==> src/rtl/display_init_list_interpreter_defines.svh <==
// Assertion macros for the display init list interpreter.
`ifndef DISPLAY_INIT_LIST_INTERPRETER_DEFINES_SVH
`define DISPLAY_INIT_LIST_INTERPRETER_DEFINES_SVH

`ifndef SYNTHESIS

// Same-cycle implication: checked at every clock edge out of reset.
`define DILI_CHECK(label, prop) \
  label: assert property (@(posedge clk) disable iff (!rst_n) (prop)) \
    else $error("dili check failed");

// Next-cycle implication: antecedent now, consequent in the next cycle.
`define DILI_CHECK_NEXT(label, ante, cons) \
  label: assert property (@(posedge clk) disable iff (!rst_n) (ante) |=> (cons)) \
    else $error("dili next-cycle check failed");

`else

`define DILI_CHECK(label, prop)
`define DILI_CHECK_NEXT(label, ante, cons)

`endif

`endif

==> src/rtl/dili_pkg.sv <==
// Shared types and constants of the display init list interpreter.
package dili_pkg;

  localparam int unsigned BYTE_W   = 8;
  localparam int unsigned VALUE_W  = 16;
  localparam int unsigned CMDS_W   = 8;
  localparam int unsigned ARGS_W   = 7;

  // Delay code that selects the long-delay register
  localparam logic [BYTE_W-1:0]  LONG_CODE        = 8'd255;
  localparam logic [VALUE_W-1:0] LONG_DELAY_RESET = 16'd500;

  // Parser phase
  typedef enum logic [2:0] {
    PH_COUNT = 3'd0,
    PH_CMD   = 3'd1,
    PH_ARGC  = 3'd2,
    PH_ARG   = 3'd3,
    PH_DELAY = 3'd4
  } phase_t;

  // Result kind
  typedef enum logic [1:0] {
    KIND_CMD   = 2'd0,
    KIND_DATA  = 2'd1,
    KIND_DELAY = 2'd2,
    KIND_END   = 2'd3
  } kind_t;

endpackage

==> src/rtl/display_init_list_interpreter.sv <==
// Display init list interpreter: byte-stream parser of a panel init command list.
//
// Input channel (in_*): one list byte per request. A list is a command count,
// then per command: command byte, argument-count byte (bit 7 = delay byte
// follows, bits 6..0 = argument count), the arguments, the optional delay byte.
// Result channel (out_*): tuser = kind (command, data, delay, end only),
// tdata = command/data byte or delay in ms, tlast = this result ends the list.
// Count and argument-count bytes produce no request unless they end the list.
// Config port (cfg_*): cfg_wr_en writes long_delay_ms, used for delay code 255.
// Write it only while the block is idle.
//
// An accepted byte is held in the input register; its result enters the output
// register when that is free or draining. One byte per cycle while the receiver
// does not stall, set by the single input-register/output-register stage pair.
// Reset: parser returns to expecting a count, long_delay_ms is 500, both
// registers empty. When the receiver stalls, the result holds and at most one
// more byte, if the input register is empty, is taken before in_tready drops.
module display_init_list_interpreter
  import dili_pkg::*;
(
  input  logic                clk,
  input  logic                rst_n,
  // input stream
  input  logic                in_tvalid,
  output logic                in_tready,
  input  logic [BYTE_W-1:0]   in_tdata,   // [7:0] list_byte
  // result stream
  output logic                out_tvalid,
  input  logic                out_tready,
  output logic [VALUE_W-1:0]  out_tdata,  // [15:0] value
  output logic [1:0]          out_tuser,  // [1:0] kind
  output logic                out_tlast,  // list_done
  // configuration
  input  logic                cfg_wr_en,
  input  logic [VALUE_W-1:0]  cfg_wr_data
);

`include "display_init_list_interpreter_defines.svh"

  // Input register
  logic               in_valid_r;
  logic [BYTE_W-1:0]  in_byte_r;

  // Parser state
  phase_t             phase_r, phase_nxt;
  logic [CMDS_W-1:0]  cmds_r, cmds_nxt;
  logic [ARGS_W-1:0]  args_r, args_nxt;
  logic               dly_pend_r, dly_pend_nxt;
  logic [VALUE_W-1:0] long_delay_r;

  // Result register
  logic               out_valid_r;
  kind_t              out_kind_r;
  logic [VALUE_W-1:0] out_value_r;
  logic               out_done_r;

  // Combinational result of the current byte
  logic               res_valid;
  kind_t              res_kind;
  logic [VALUE_W-1:0] res_value;
  logic               res_done;

  logic               advance;
  logic [CMDS_W-1:0]  cmds_dec;
  logic               last_cmd;
  logic [ARGS_W-1:0]  args_dec;

  // Stage handshake
  assign advance   = in_valid_r && (!out_valid_r || out_tready);
  assign in_tready = !in_valid_r || advance;

  assign cmds_dec  = cmds_r - CMDS_W'(1);
  assign last_cmd  = (cmds_dec == '0);
  assign args_dec  = args_r - ARGS_W'(1);

  // Input register
  always_ff @(posedge clk) begin
    if (!rst_n) begin
      in_valid_r <= 1'b0;
    end else if (in_tready) begin
      in_valid_r <= in_tvalid;
    end
    if (in_tready && in_tvalid) begin
      in_byte_r <= in_tdata;
    end
  end

  // Long-delay register
  always_ff @(posedge clk) begin
    if (!rst_n) begin
      long_delay_r <= LONG_DELAY_RESET;
    end else if (cfg_wr_en) begin
      long_delay_r <= cfg_wr_data;
    end
  end

  // Parser state register
  always_ff @(posedge clk) begin
    if (!rst_n) begin
      phase_r    <= PH_COUNT;
      cmds_r     <= '0;
      args_r     <= '0;
      dly_pend_r <= 1'b0;
    end else if (advance) begin
      phase_r    <= phase_nxt;
      cmds_r     <= cmds_nxt;
      args_r     <= args_nxt;
      dly_pend_r <= dly_pend_nxt;
    end
  end

  // Next state and result for one list byte
  always_comb begin
    phase_nxt    = phase_r;
    cmds_nxt     = cmds_r;
    args_nxt     = args_r;
    dly_pend_nxt = dly_pend_r;
    res_valid    = 1'b0;
    res_kind     = KIND_END;
    res_value    = '0;
    res_done     = 1'b0;
    unique case (phase_r)
      PH_CMD: begin
        res_valid = 1'b1;
        res_kind  = KIND_CMD;
        res_value = {{(VALUE_W-BYTE_W){1'b0}}, in_byte_r};
        phase_nxt = PH_ARGC;
      end
      PH_ARGC: begin
        args_nxt     = in_byte_r[ARGS_W-1:0];
        dly_pend_nxt = in_byte_r[BYTE_W-1];
        if (in_byte_r[ARGS_W-1:0] != '0) begin
          phase_nxt = PH_ARG;
        end else if (in_byte_r[BYTE_W-1]) begin
          phase_nxt = PH_DELAY;
        end else begin
          // command with nothing after it
          cmds_nxt = cmds_dec;
          if (last_cmd) begin
            phase_nxt = PH_COUNT;
            res_valid = 1'b1;
            res_kind  = KIND_END;
            res_done  = 1'b1;
          end else begin
            phase_nxt = PH_CMD;
          end
        end
      end
      PH_ARG: begin
        args_nxt  = args_dec;
        res_valid = 1'b1;
        res_kind  = KIND_DATA;
        res_value = {{(VALUE_W-BYTE_W){1'b0}}, in_byte_r};
        if (args_dec == '0) begin
          if (dly_pend_r) begin
            phase_nxt = PH_DELAY;
          end else begin
            cmds_nxt  = cmds_dec;
            res_done  = last_cmd;
            phase_nxt = last_cmd ? PH_COUNT : PH_CMD;
          end
        end
      end
      PH_DELAY: begin
        dly_pend_nxt = 1'b0;
        cmds_nxt     = cmds_dec;
        res_valid    = 1'b1;
        res_kind     = KIND_DELAY;
        res_value    = (in_byte_r == LONG_CODE) ? long_delay_r
                                                : {{(VALUE_W-BYTE_W){1'b0}}, in_byte_r};
        res_done     = last_cmd;
        phase_nxt    = last_cmd ? PH_COUNT : PH_CMD;
      end
      default: begin
        // command count
        args_nxt     = '0;
        dly_pend_nxt = 1'b0;
        cmds_nxt     = in_byte_r;
        if (in_byte_r == '0) begin
          phase_nxt = PH_COUNT;
          res_valid = 1'b1;
          res_kind  = KIND_END;
          res_done  = 1'b1;
        end else begin
          phase_nxt = PH_CMD;
        end
      end
    endcase
  end

  // Result register
  always_ff @(posedge clk) begin
    if (!rst_n) begin
      out_valid_r <= 1'b0;
    end else if (advance) begin
      out_valid_r <= res_valid;
    end else if (out_tready) begin
      out_valid_r <= 1'b0;
    end
    if (advance && res_valid) begin
      out_kind_r  <= res_kind;
      out_value_r <= res_value;
      out_done_r  <= res_done;
    end
  end

  assign out_tvalid = out_valid_r;
  assign out_tdata  = out_value_r;
  assign out_tuser  = out_kind_r;
  assign out_tlast  = out_done_r;

  // Checks
  `DILI_CHECK(a_end_is_done, out_valid_r && out_kind_r == KIND_END |-> out_done_r)
  `DILI_CHECK_NEXT(a_done_to_count, advance && res_valid && res_done, phase_r == PH_COUNT)
  `DILI_CHECK(a_cmds_live, phase_r != PH_COUNT |-> cmds_r != '0)
  `DILI_CHECK(a_args_live, phase_r == PH_ARG |-> args_r != '0)
  `DILI_CHECK(a_delay_pending, phase_r == PH_DELAY |-> dly_pend_r)

endmodule

==> config.mk <==
export PLATFORM = sky130hd
export DESIGN_NAME = display_init_list_interpreter
export DESIGN_NICKNAME = d
export VERILOG_FILES = /design/src/rtl/dili_pkg.sv /design/src/rtl/display_init_list_interpreter.sv
export VERILOG_INCLUDE_DIRS = /design/src /design/src/rtl
export SDC_FILE = /design/constraint.sdc
export NUM_CORES = 1
export LEC_CHECK = 0
export ABC_AREA = 1
export ABC_CLOCK_PERIOD_IN_PS = 2500
export BUFFER_PORTS_ARGS = -buffer_cell sky130_fd_sc_hd__buf_2
export CORE_MARGIN = 2
export CORE_UTILIZATION = 35
export DETAILED_ROUTE_END_ITERATION = 12
export HOLD_SLACK_MARGIN = 0.03
export PLACE_DENSITY_LB_ADDON = 0.08
export SLEW_MARGIN = 20
export SYNTH_ARGS = -nofsm -noshare
export SYNTH_HDL_FRONTEND = slang
export SYNTH_SLANG_ARGS = --single-unit
==> constraint.sdc <==
create_clock -name clk -period 2.5 [get_ports clk]
set_clock_uncertainty 0.2 [all_clocks]
set_input_delay 0.75 -clock clk [delete_from_list [all_inputs] [get_ports clk]]
set_output_delay 0.75 -clock clk [all_outputs]
set_load 0.005 [all_outputs]
# --- After elaboration in Yosys (flattened, before gate mapping) ---
# Index checks and enable logic that the tools add are counted.
op_classes:
  addsub: 2
  n_eq_ne: 9
  mux: 27
  bitwise_logic: 3
  reduce_logical: 19
op_table:
  columns: ["cell", "count"]
  rows:
  - ["$mux 8", 4]
  - ["$pmux 16 s2", 1]
  - ["$pmux 8 s4", 1]
  - ["$pmux 7 s3", 1]
  - ["$logic_not 8->1", 2]
  - ["$mux 16", 1]
  - ["$mux 3", 4]
  - ["$pmux 3 s4", 1]
  - ["$mux 1", 10]
  - ["$eq 8x8->1 const B", 1]
  - ["$ne 2x2->1 const B", 4]
  - ["$sub 8x1->8 const B", 1]
  - ["$logic_not 7->1", 1]
  - ["$reduce_bool 7->1", 1]
  - ["$sub 7x1->7 const B", 1]
  - ["$eq 3x2->1 const B", 2]
  - ["$pmux 2 s3", 1]
  - ["$reduce_and 2->1", 3]
  - ["$reduce_and 6->1", 1]
  - ["$pmux 1 s2", 2]
  - ["$pmux 1 s4", 1]
  - ["$reduce_or 2->1", 2]
  - ["$eq 3x1->1 const B", 1]
  - ["$eq 3x3->1 const B", 1]
  - ["other kinds (6)", 12]
totals:
  register_bits: 64
  inputBits: 29
  output_inout_bits: 21
  word_cells: 71

# --- Longest topological paths before layout ---
# Gate-level depths: netlist of run 1.
logic_depth:
  depth_word: 7
  mapped_depth: 13
  mapped_depth_nobuf: 12

# --- Least setup slack after synthesis of run 1 ---
# OpenSTA, ideal clock, no wires.
synth_timing:
  kind: "reg-to-reg"
  start: "reg cmds_r[0]"
  end: "reg out_value_r[0], in the netlist out_tdata[0] (enable)"
  setup_ns: 0.374
  t_arrival_ns: 1.628
  t_required_ns: 1.926
  path_slack_ns: 0.298
  stages_incl_launch_ff: 12
  n_path_buf: 0
  synth_period_minus_slack_ns: 2.202
  path_cell_list: "dfxtp_1 inv_1 ha_1 inv_1 nor2_1 nor2_1 nand3_1 nor2_1 nand4_1 nand2_1 nand2_1 inv_1"
synth_between:
  elab_chain_cells: 7
synth_rtl:
  columns: ["item", "line_no", "rtl"]
  rows:
  - ["start, declared", "display_init_list_interpreter.sv:46", "logic [CMDS_W-1:0] cmds_r, cmds_nxt;"]
  - ["start signal, assigned", "display_init_list_interpreter.sv:106", "cmds_r <= cmds_nxt;"]
  - ["$sub 8x1->8", "display_init_list_interpreter.sv:72", "assign cmds_dec = cmds_r - CMDS_W'(1);"]
  - ["$logic_not 8->1", "display_init_list_interpreter.sv:73", "assign last_cmd = (cmds_dec == '0);"]
  - ["$mux 1", "display_init_list_interpreter.sv:139", "if (last_cmd) begin"]
  - ["$mux 1", "display_init_list_interpreter.sv:134", "end else if (in_byte_r[BYTE_W-1]) begin"]
  - ["$mux 1", "display_init_list_interpreter.sv:132", "if (in_byte_r[ARGS_W-1:0] != '0) begin"]
  - ["$pmux 1 s2", "display_init_list_interpreter.sv:122", "unique case (phase_r)"]
  - ["$logic_and 1x1->1", "display_init_list_interpreter.sv:200", "if (advance && res_valid) begin"]
  - ["end signal, assigned", "display_init_list_interpreter.sv:202", "out_value_r <= res_value;"]
  - ["end, declared", "display_init_list_interpreter.sv:54", "logic [VALUE_W-1:0] out_value_r;"]
# Every way passes these cells.
# A chain may end at the register's enable or synchronous reset.

# --- Worst setup path after layout of run 1 ---
layout_timing:
  start: "reg cmds_r[0]"
  end: "reg out_done_r, in the netlist out_tlast (enable)"
layout_between:
  elab_chain_cells: 7
layout_rtl:
  columns: ["item", "line_no", "rtl"]
  rows:
  - ["$sub 8x1->8", "display_init_list_interpreter.sv:72", null]
  - ["$logic_not 8->1", "display_init_list_interpreter.sv:73", null]
  - ["$mux 1", "display_init_list_interpreter.sv:139", null]
  - ["$mux 1", "display_init_list_interpreter.sv:134", null]
  - ["$mux 1", "display_init_list_interpreter.sv:132", null]
  - ["$pmux 1 s2", "display_init_list_interpreter.sv:122", null]
  - ["$logic_and 1x1->1", "display_init_list_interpreter.sv:200", null]
  - ["end signal, assigned", "display_init_list_interpreter.sv:203", "out_done_r <= res_done;"]
  - ["end, declared", "display_init_list_interpreter.sv:55", "logic out_done_r;"]
# Every way passes these cells.

==> impl_results.md, run 1 <==
- Initial DRC Count: 121
- Deepest clock path buffer count: 2
- Crit-path slowest cell: dfxtp_1
- Root buffer cell: clkbuf_8
- Reg power frac: 0.502
- VDD IR-drop max: 0.3003 mV
- Max-capacitance violation count: 0
- WL per Instance: 13.29 um
- Layout cell share with drive strength beyond 1: 0.1986
- Pleak: 1.538 nW
- TritonCTS Buffers: 9
- First-pass GRT wire length: 12.39 mm
- Clock power share: 0.353
- Fin nets: 466
- Worst Hold Depth: 2
- Pins over their slew limit: 0
- Number of global-route vias before repair: 2,502
- Die area: 9433 um^2
- Tmin final: 2173 ps
- IO Port Bufs: 49
- Starting Density: 0.3657
- Max Fclk: 460.1 MHz
- Reg2Reg Depth: 12
- Logic gate share of total power: 0.146
- Gr usage total: 0.1632
- NetSw: 0.6953 mW
- Syn Inst Count: 377
- Final period utilization: 0.8693
- RSZ-0062 raised after global routing: false
- Hold-fix buffer count after cts: 0
- Sequential-to-total area share from yosys stat: 0.5111
- Largest area contributor in the netlist: edfxtp_1
- Yosys cell types: 37
- Pre-antenna DRT Iters: 4
- Vias: 2,567
- Post-Syn Nets: 410
- Clock Sinks: 64
- Hold_sp: long_delay_r[11]$_SDFFE_PN0P_
- Fill cells: 877
- Syn_area_per_cell: 8.051 um^2
- Critical Path RT: 2350 ps
- Area grow syn2layout: 18.30%
- Total negative slack: 0 ps
- Crit path capture type: flip-flop
- Drc violations: 0
- Clock Latency Late Sink: 340 ps
- Initial antenna violation count: 0
- Top Ports: 50
- Worst setup SP type: flip-flop
- DIE HEIGHT: 97.13 um
- EDFF count, synth: 27
- DP Area: 3402 um^2
- Final setup viols: 0
- CP cell instances: inv_1 -> ha_1 -> inv_1 -> nor2_1 -> nor2_1 -> nand3_1 -> nor2_1 -> nand4_1 -> nand2_1 -> nand2_1 -> inv_1 -> buf_12
- Crit path kind: reg -> reg
- Post-DP HPWL: 5.345 mm
- Hold Path Sink: long_delay_r[11]$_SDFFE_PN0P_
- Pin count of the biggest net entering global routing: 29
- Count leader, synth: nand2_1
- R2R Setup Slk: 330 ps
- Post-cts resize count: 0
- Gpl congestion: 0.8942
- CTS clk-pin slew, worst paths: 80 ps
- Vias per cell: 4.727
- CTS tree: built
- Core area: 8299 um^2
- HP Class: reg -> reg
- Gr ovfl total: 0
- Final Cell Area: 3591 um^2
- Reg2reg end: out_tlast$_DFFE_PP_
- H-tree level count: 3
- Drt total wl: 7.219 mm
- Critical path arrival: 2020 ps
- Status: finished, final reports clean
- Worst-path fanout max: 19
- #FFs+latches synth: 64
- Row count: 33
- Synth cell count leaders: nand2_1, nor2_1, inv_1
- Diode count: 0
- Commonest register cell after synthesis: dfxtp_1
- Net Sw Frac: 0.2933
- Slowest stage delay, CP: 340 ps
- Yosys warnings: 0
- Ranking of synthesized cells by area: edfxtp_1, dfxtp_1, nand2_1
- ANT nets after route: 0
- Synth async-reset ratio: 0
- Area fraction of the dominant cell type after synthesis: 0.2671
- Reg2reg start: cmds_r[0]$_SDFFE_PN0P_
- Final hold vios: 0
- Post-CTS setup buffer count: 0
- Pwr/cell area: 660.2 nW/um^2
- Die width: 97.13 um
- Mapped Area: 3035 um^2
- Worst Tran Pin Value: 566.9 ps
- Worst rel slew slack: 0.6216
- Pint: 1.675 mW
[sequential cells by signal, indices dropped and copies added (netlist names)]
signal and flops:
dly_pend_r 1, in_valid_r 1, cmds_r 8, out_tvalid 1
long_delay_r 16, out_tlast 1, args_r 7, in_byte_r 8
out_tdata 16, out_tuser 2, phase_r 3
[cell families (layout without fill, tap and decap cells)]
kind of cell,after synthesis,count (layout),synth area share
AOI/OAI and AO/OA,73,73,0.1315
xor gates and xnor gates,2,2,0.005772
adders and majority gates,4,4,0.01649
buffers and inverters,52,113,0.07172
DFF,64,64,0.5111
and+or+nand+nor,182,182,0.2634
[metal layers]
metal	track usage	vias to the layer above	routed length (um)
li1	-	1357	-
met1	0.2151	1166	3490
met2	0.2687	39	3438
met3	0.03453	5	235
met4	0.05200	0	55
met5	0	-	0
[worst max path at each step]
stage | endpoint | cells after the start | slack, ps | start
after floorplan | out_tdata[0]$_DFFE_PP_ | 11 | 300 | cmds_r[0]$_SDFFE_PN0P_
after global placement | args_r[6]$_SDFFE_PN0P_ | 8 | 330 | out_tready
after detailed placement | out_tdata[12]$_DFFE_PP_ | 12 | 340 | cmds_r[0]$_SDFFE_PN0P_
after CTS | out_tdata[1]$_DFFE_PP_ | 12 | 320 | cmds_r[0]$_SDFFE_PN0P_
after global routing | out_tdata[2]$_DFFE_PP_ | 12 | 80 | cmds_r[0]$_SDFFE_PN0P_
final | out_tlast$_DFFE_PP_ | 12 | 330 | cmds_r[0]$_SDFFE_PN0P_
[worst max-delay path, delay by kind of cell (launching register included)]
kind	cells	cell delay [ps]
AND/OR/NAND/NOR	7	700
adder cells (fa/ha/maj)	1	230
buffers and inverters	4	390
flip-flops	1	340
[cell type report]
class	count	area, um^2	share of cell area
Multi-Input combinational cell	261	1266	0.3526
Inverter	44	165.2	0.04599
Tap cell	105	131.4	0.03659
Clock buffer	10	137.6	0.03833
Sequential cell	64	1551	0.4321
Timing Repair Buffer	53	287.8	0.08014
Clock inverter	6	51.30	0.01429
[power groups by stage]
stage	sequential [mW]	clock [mW]	combinational [mW]
after floorplan	1.21	0	0.248
final	1.19	0.836	0.345
after global routing	1.20	0.911	0.406
after detailed placement	1.21	0	0.347
after CTS	1.19	0.862	0.348
after global placement	1.21	0	0.348
[placed cells by master, fill, tap and decap left out, drive strengths merged, types with 2 or more instances in the layout]
master,Yosys,routed
ha,4,4
o21ai,30,30
buf,3,53
clkinv,1,4
nand2,78,78
a21oi,33,33
dfxtp,37,37
edfxtp,27,27
nor3,2,2
nand3,20,20
clkbuf,5,10
a21boi,2,2
inv,43,45
nor2,72,72
a221oi,3,3
nand4,6,6
[metrics by stage]
step / std cells / util / hold WS [ps] / setup slack [ps] / power [mW]
global route: 543 / 0.4327 / 287.8 / 75.12 / 2.514
floorplan: 377 / - / 223.6 / 297.8 / 1.454
finish: 543 / 0.4327 / 258.2 / 326.7 / 2.371
global placement: 527 / 0.4099 / 243.9 / 327.4 / 1.561
detailed placement: 527 / 0.4099 / 248.9 / 343.8 / 1.560
CTS: 543 / 0.4327 / 259.3 / 323.6 / 2.401
Power figures use the tool's default switching activity.
==> run 2: changes to the inputs <==
- CORE_UTILIZATION: 35 -> 55
- SLEW_MARGIN: 20 -> default
==> run 2 against run 1 <==
  * Sequential share of layout area grew 0.80 points
  * Core utilization grew 22 points
  * Register-to-register slack worse by 40 ps
  * Die area is 35% lower
  * Final cell count decreased by 6.1%
  * Design area decreased by 1.8%
  * Critical path depth unchanged
  * Global-route usage increased by 7.6 points
  * Sequential power is essentially flat
  * Critical path type unchanged
  * Critical endpoint is now out_tdata[13]$_DFFE_PP_
  * Largest cell class unchanged
==> impl_results.md, run 2 (synthesis gave the netlist of run 1 again) <==
- CTS clk-pin slew, worst paths: 70 ps
- Reg2Reg Depth: 12
- Sequential Area: 1551 um^2
- Pleak: 1.526 nW
- Fin nets: 466
- IO Port Bufs: 49
- Initial DRC Count: 167
- First-pass GRT wire length: 11.47 mm
- Vias per cell: 5.194
- Clock Latency Late Sink: 330 ps
- Pre-antenna DRT Iters: 6
- Critical Path RT: 2340 ps
- Gr usage total: 0.2393
- Drc violations: 0
- Row count: 27
- Die area: 6129 um^2
- ANT nets after route: 0
- TritonCTS Buffers: 9
- Pins over their slew limit: 0
- Minimum hold slack: 257.2 ps
- Die width: 78.29 um
- Crit path capture type: flip-flop
- H-tree level count: 3
- Pin count of the biggest net entering global routing: 24
- Post-cts resize count: 0
- RSZ-0062 raised after global routing: false
- Top Ports: 50
- Worst setup SP type: flip-flop
- Crit path kind: reg -> reg
- Hold Path Sink: long_delay_r[10]$_SDFFE_PN0P_
- VDD IR-drop max: 0.3875 mV
- Final setup viols: 0
- Post-CTS setup buffer count: 0
- Max Fclk: 452.6 MHz
- Reg2reg end: out_tdata[13]$_DFFE_PP_
- Number of global-route vias before repair: 2,593
- Leading cell types in the layout, fill and taps excluded: nand2_1, nor2_1, buf_2
- Worst Tran Pin Value: 555.6 ps
- Max-capacitance violation count: 0
- DIE HEIGHT: 78.29 um
- Post-DP HPWL: 4.965 mm
- Total negative slack: 0 ps
- Pwr/cell area: 646.0 nW/um^2
- Diode count: 0
- Deepest clock path buffer count: 2
- Fill cells: 470
- R2R Setup Slk: 290 ps
- Final period utilization: 0.8837
- Most common cell after layout, fill and taps aside: nand2_1
- Multi-input gate area in the final layout: 1266 um^2
- Crit-path slowest cell: dfxtp_1
- Gpl congestion: 0.9771
- WL per Instance: 13.20 um
- Status: finished, final reports clean
- CP cell instances: inv_1 -> ha_1 -> inv_1 -> nor2_1 -> nor2_1 -> nand3_1 -> nor2_1 -> nand4_1 -> nand2_1 -> nand2_1 -> inv_1 -> buf_12
- Hold-fix buffer count after cts: 0
- Area grow syn2layout: 16.16%
- Worst Hold Depth: 2
- Reg2reg start: cmds_r[0]$_SDFFE_PN0P_
- Gr ovfl total: 0
- Critical path arrival: 2050 ps
- Tmin final: 2209 ps
- Vias: 2,649
- Initial antenna violation count: 0
- Starting Density: 0.5616
- Worst rel slew slack: 0.6292
- Final hold vios: 0
- CTS tree: built
- Drt total wl: 6.732 mm
- Worst-path fanout max: 19
- Slowest stage delay, CP: 340 ps
- Hold_sp: long_delay_r[10]$_SDFFE_PN0P_
- Layout cell share with drive strength beyond 1: 0.1918
- Root buffer cell: clkbuf_8
- HP Class: reg -> reg
- Clock Sinks: 64
- Core area: 5405 um^2
[run 2: changes by cell type in the layout (fill, tap and decap cells not counted)]
cell,delta
clkinv_2,+1
inv_6,-2
clkbuf_8,-1
clkinv_1,+1
clkinv_4,-1
clkbuf_1,+2
[run 2: power by group]
group,internal [mW],switching (mW),leakage (nW),total (mW)
sequential,1.15,0.0375,0.545,1.19
clock,0.358,0.382,0.0809,0.740
combinational,0.124,0.222,0.900,0.346
[run 2: final cells by class]
class	count	share of cell area
Tap cell	72	0.02555
Inverter	44	0.04684
Clock inverter	5	0.009581
Timing Repair Buffer	53	0.08162
Clock buffer	11	0.03726
Multi-Input combinational cell	261	0.3591
Sequential cell	64	0.4400
[run 2: metrics by stage]
step,total power [mW],setup WS [ps],cell area [um^2],std cells,utilization
6_report,2.278,290.7,3526,510,0.6523
5_1_grt,2.400,87.54,3526,510,0.6523
4_1_cts,2.295,297.2,3526,510,0.6523
3_5_place_dp,1.557,320.9,3361,494,0.6218
3_3_place_gp,1.552,378.0,3361,494,0.6218
2_1_floorplan,1.454,297.8,3035,377,-
[run 2: how the worst max path moves through the flow]
stage	to	from	slack (ps)
CTS	out_tuser[0]$_DFFE_PP_	cmds_r[0]$_SDFFE_PN0P_	300
detailed placement	out_tdata[10]$_DFFE_PP_	cmds_r[0]$_SDFFE_PN0P_	320
global route	out_tlast$_DFFE_PP_	cmds_r[0]$_SDFFE_PN0P_	90
finish	out_tdata[13]$_DFFE_PP_	cmds_r[0]$_SDFFE_PN0P_	290
global placement	out_tdata[14]$_DFFE_PP_	phase_r[0]$_SDFFE_PN0P_	380
floorplan	out_tdata[0]$_DFFE_PP_	cmds_r[0]$_SDFFE_PN0P_	300
[run 2: per-layer routing]
metal / part of all wire / wire [um] / GRT usage
met5: 0 / 0 / 0
met1: 0.45 / 3051 / 0.3005
met3: 0.043 / 287 / 0.04023
met2: 0.48 / 3220 / 0.3957
met4: 0.026 / 173 / 0.1281
[run 2: critical path, delay by kind of cell (launching register included)]
family | cells | cell delay [ps]
buf+inv | 4 | 410
flops | 1 | 340
fa+ha+maj | 1 | 220
simple gates | 7 | 740
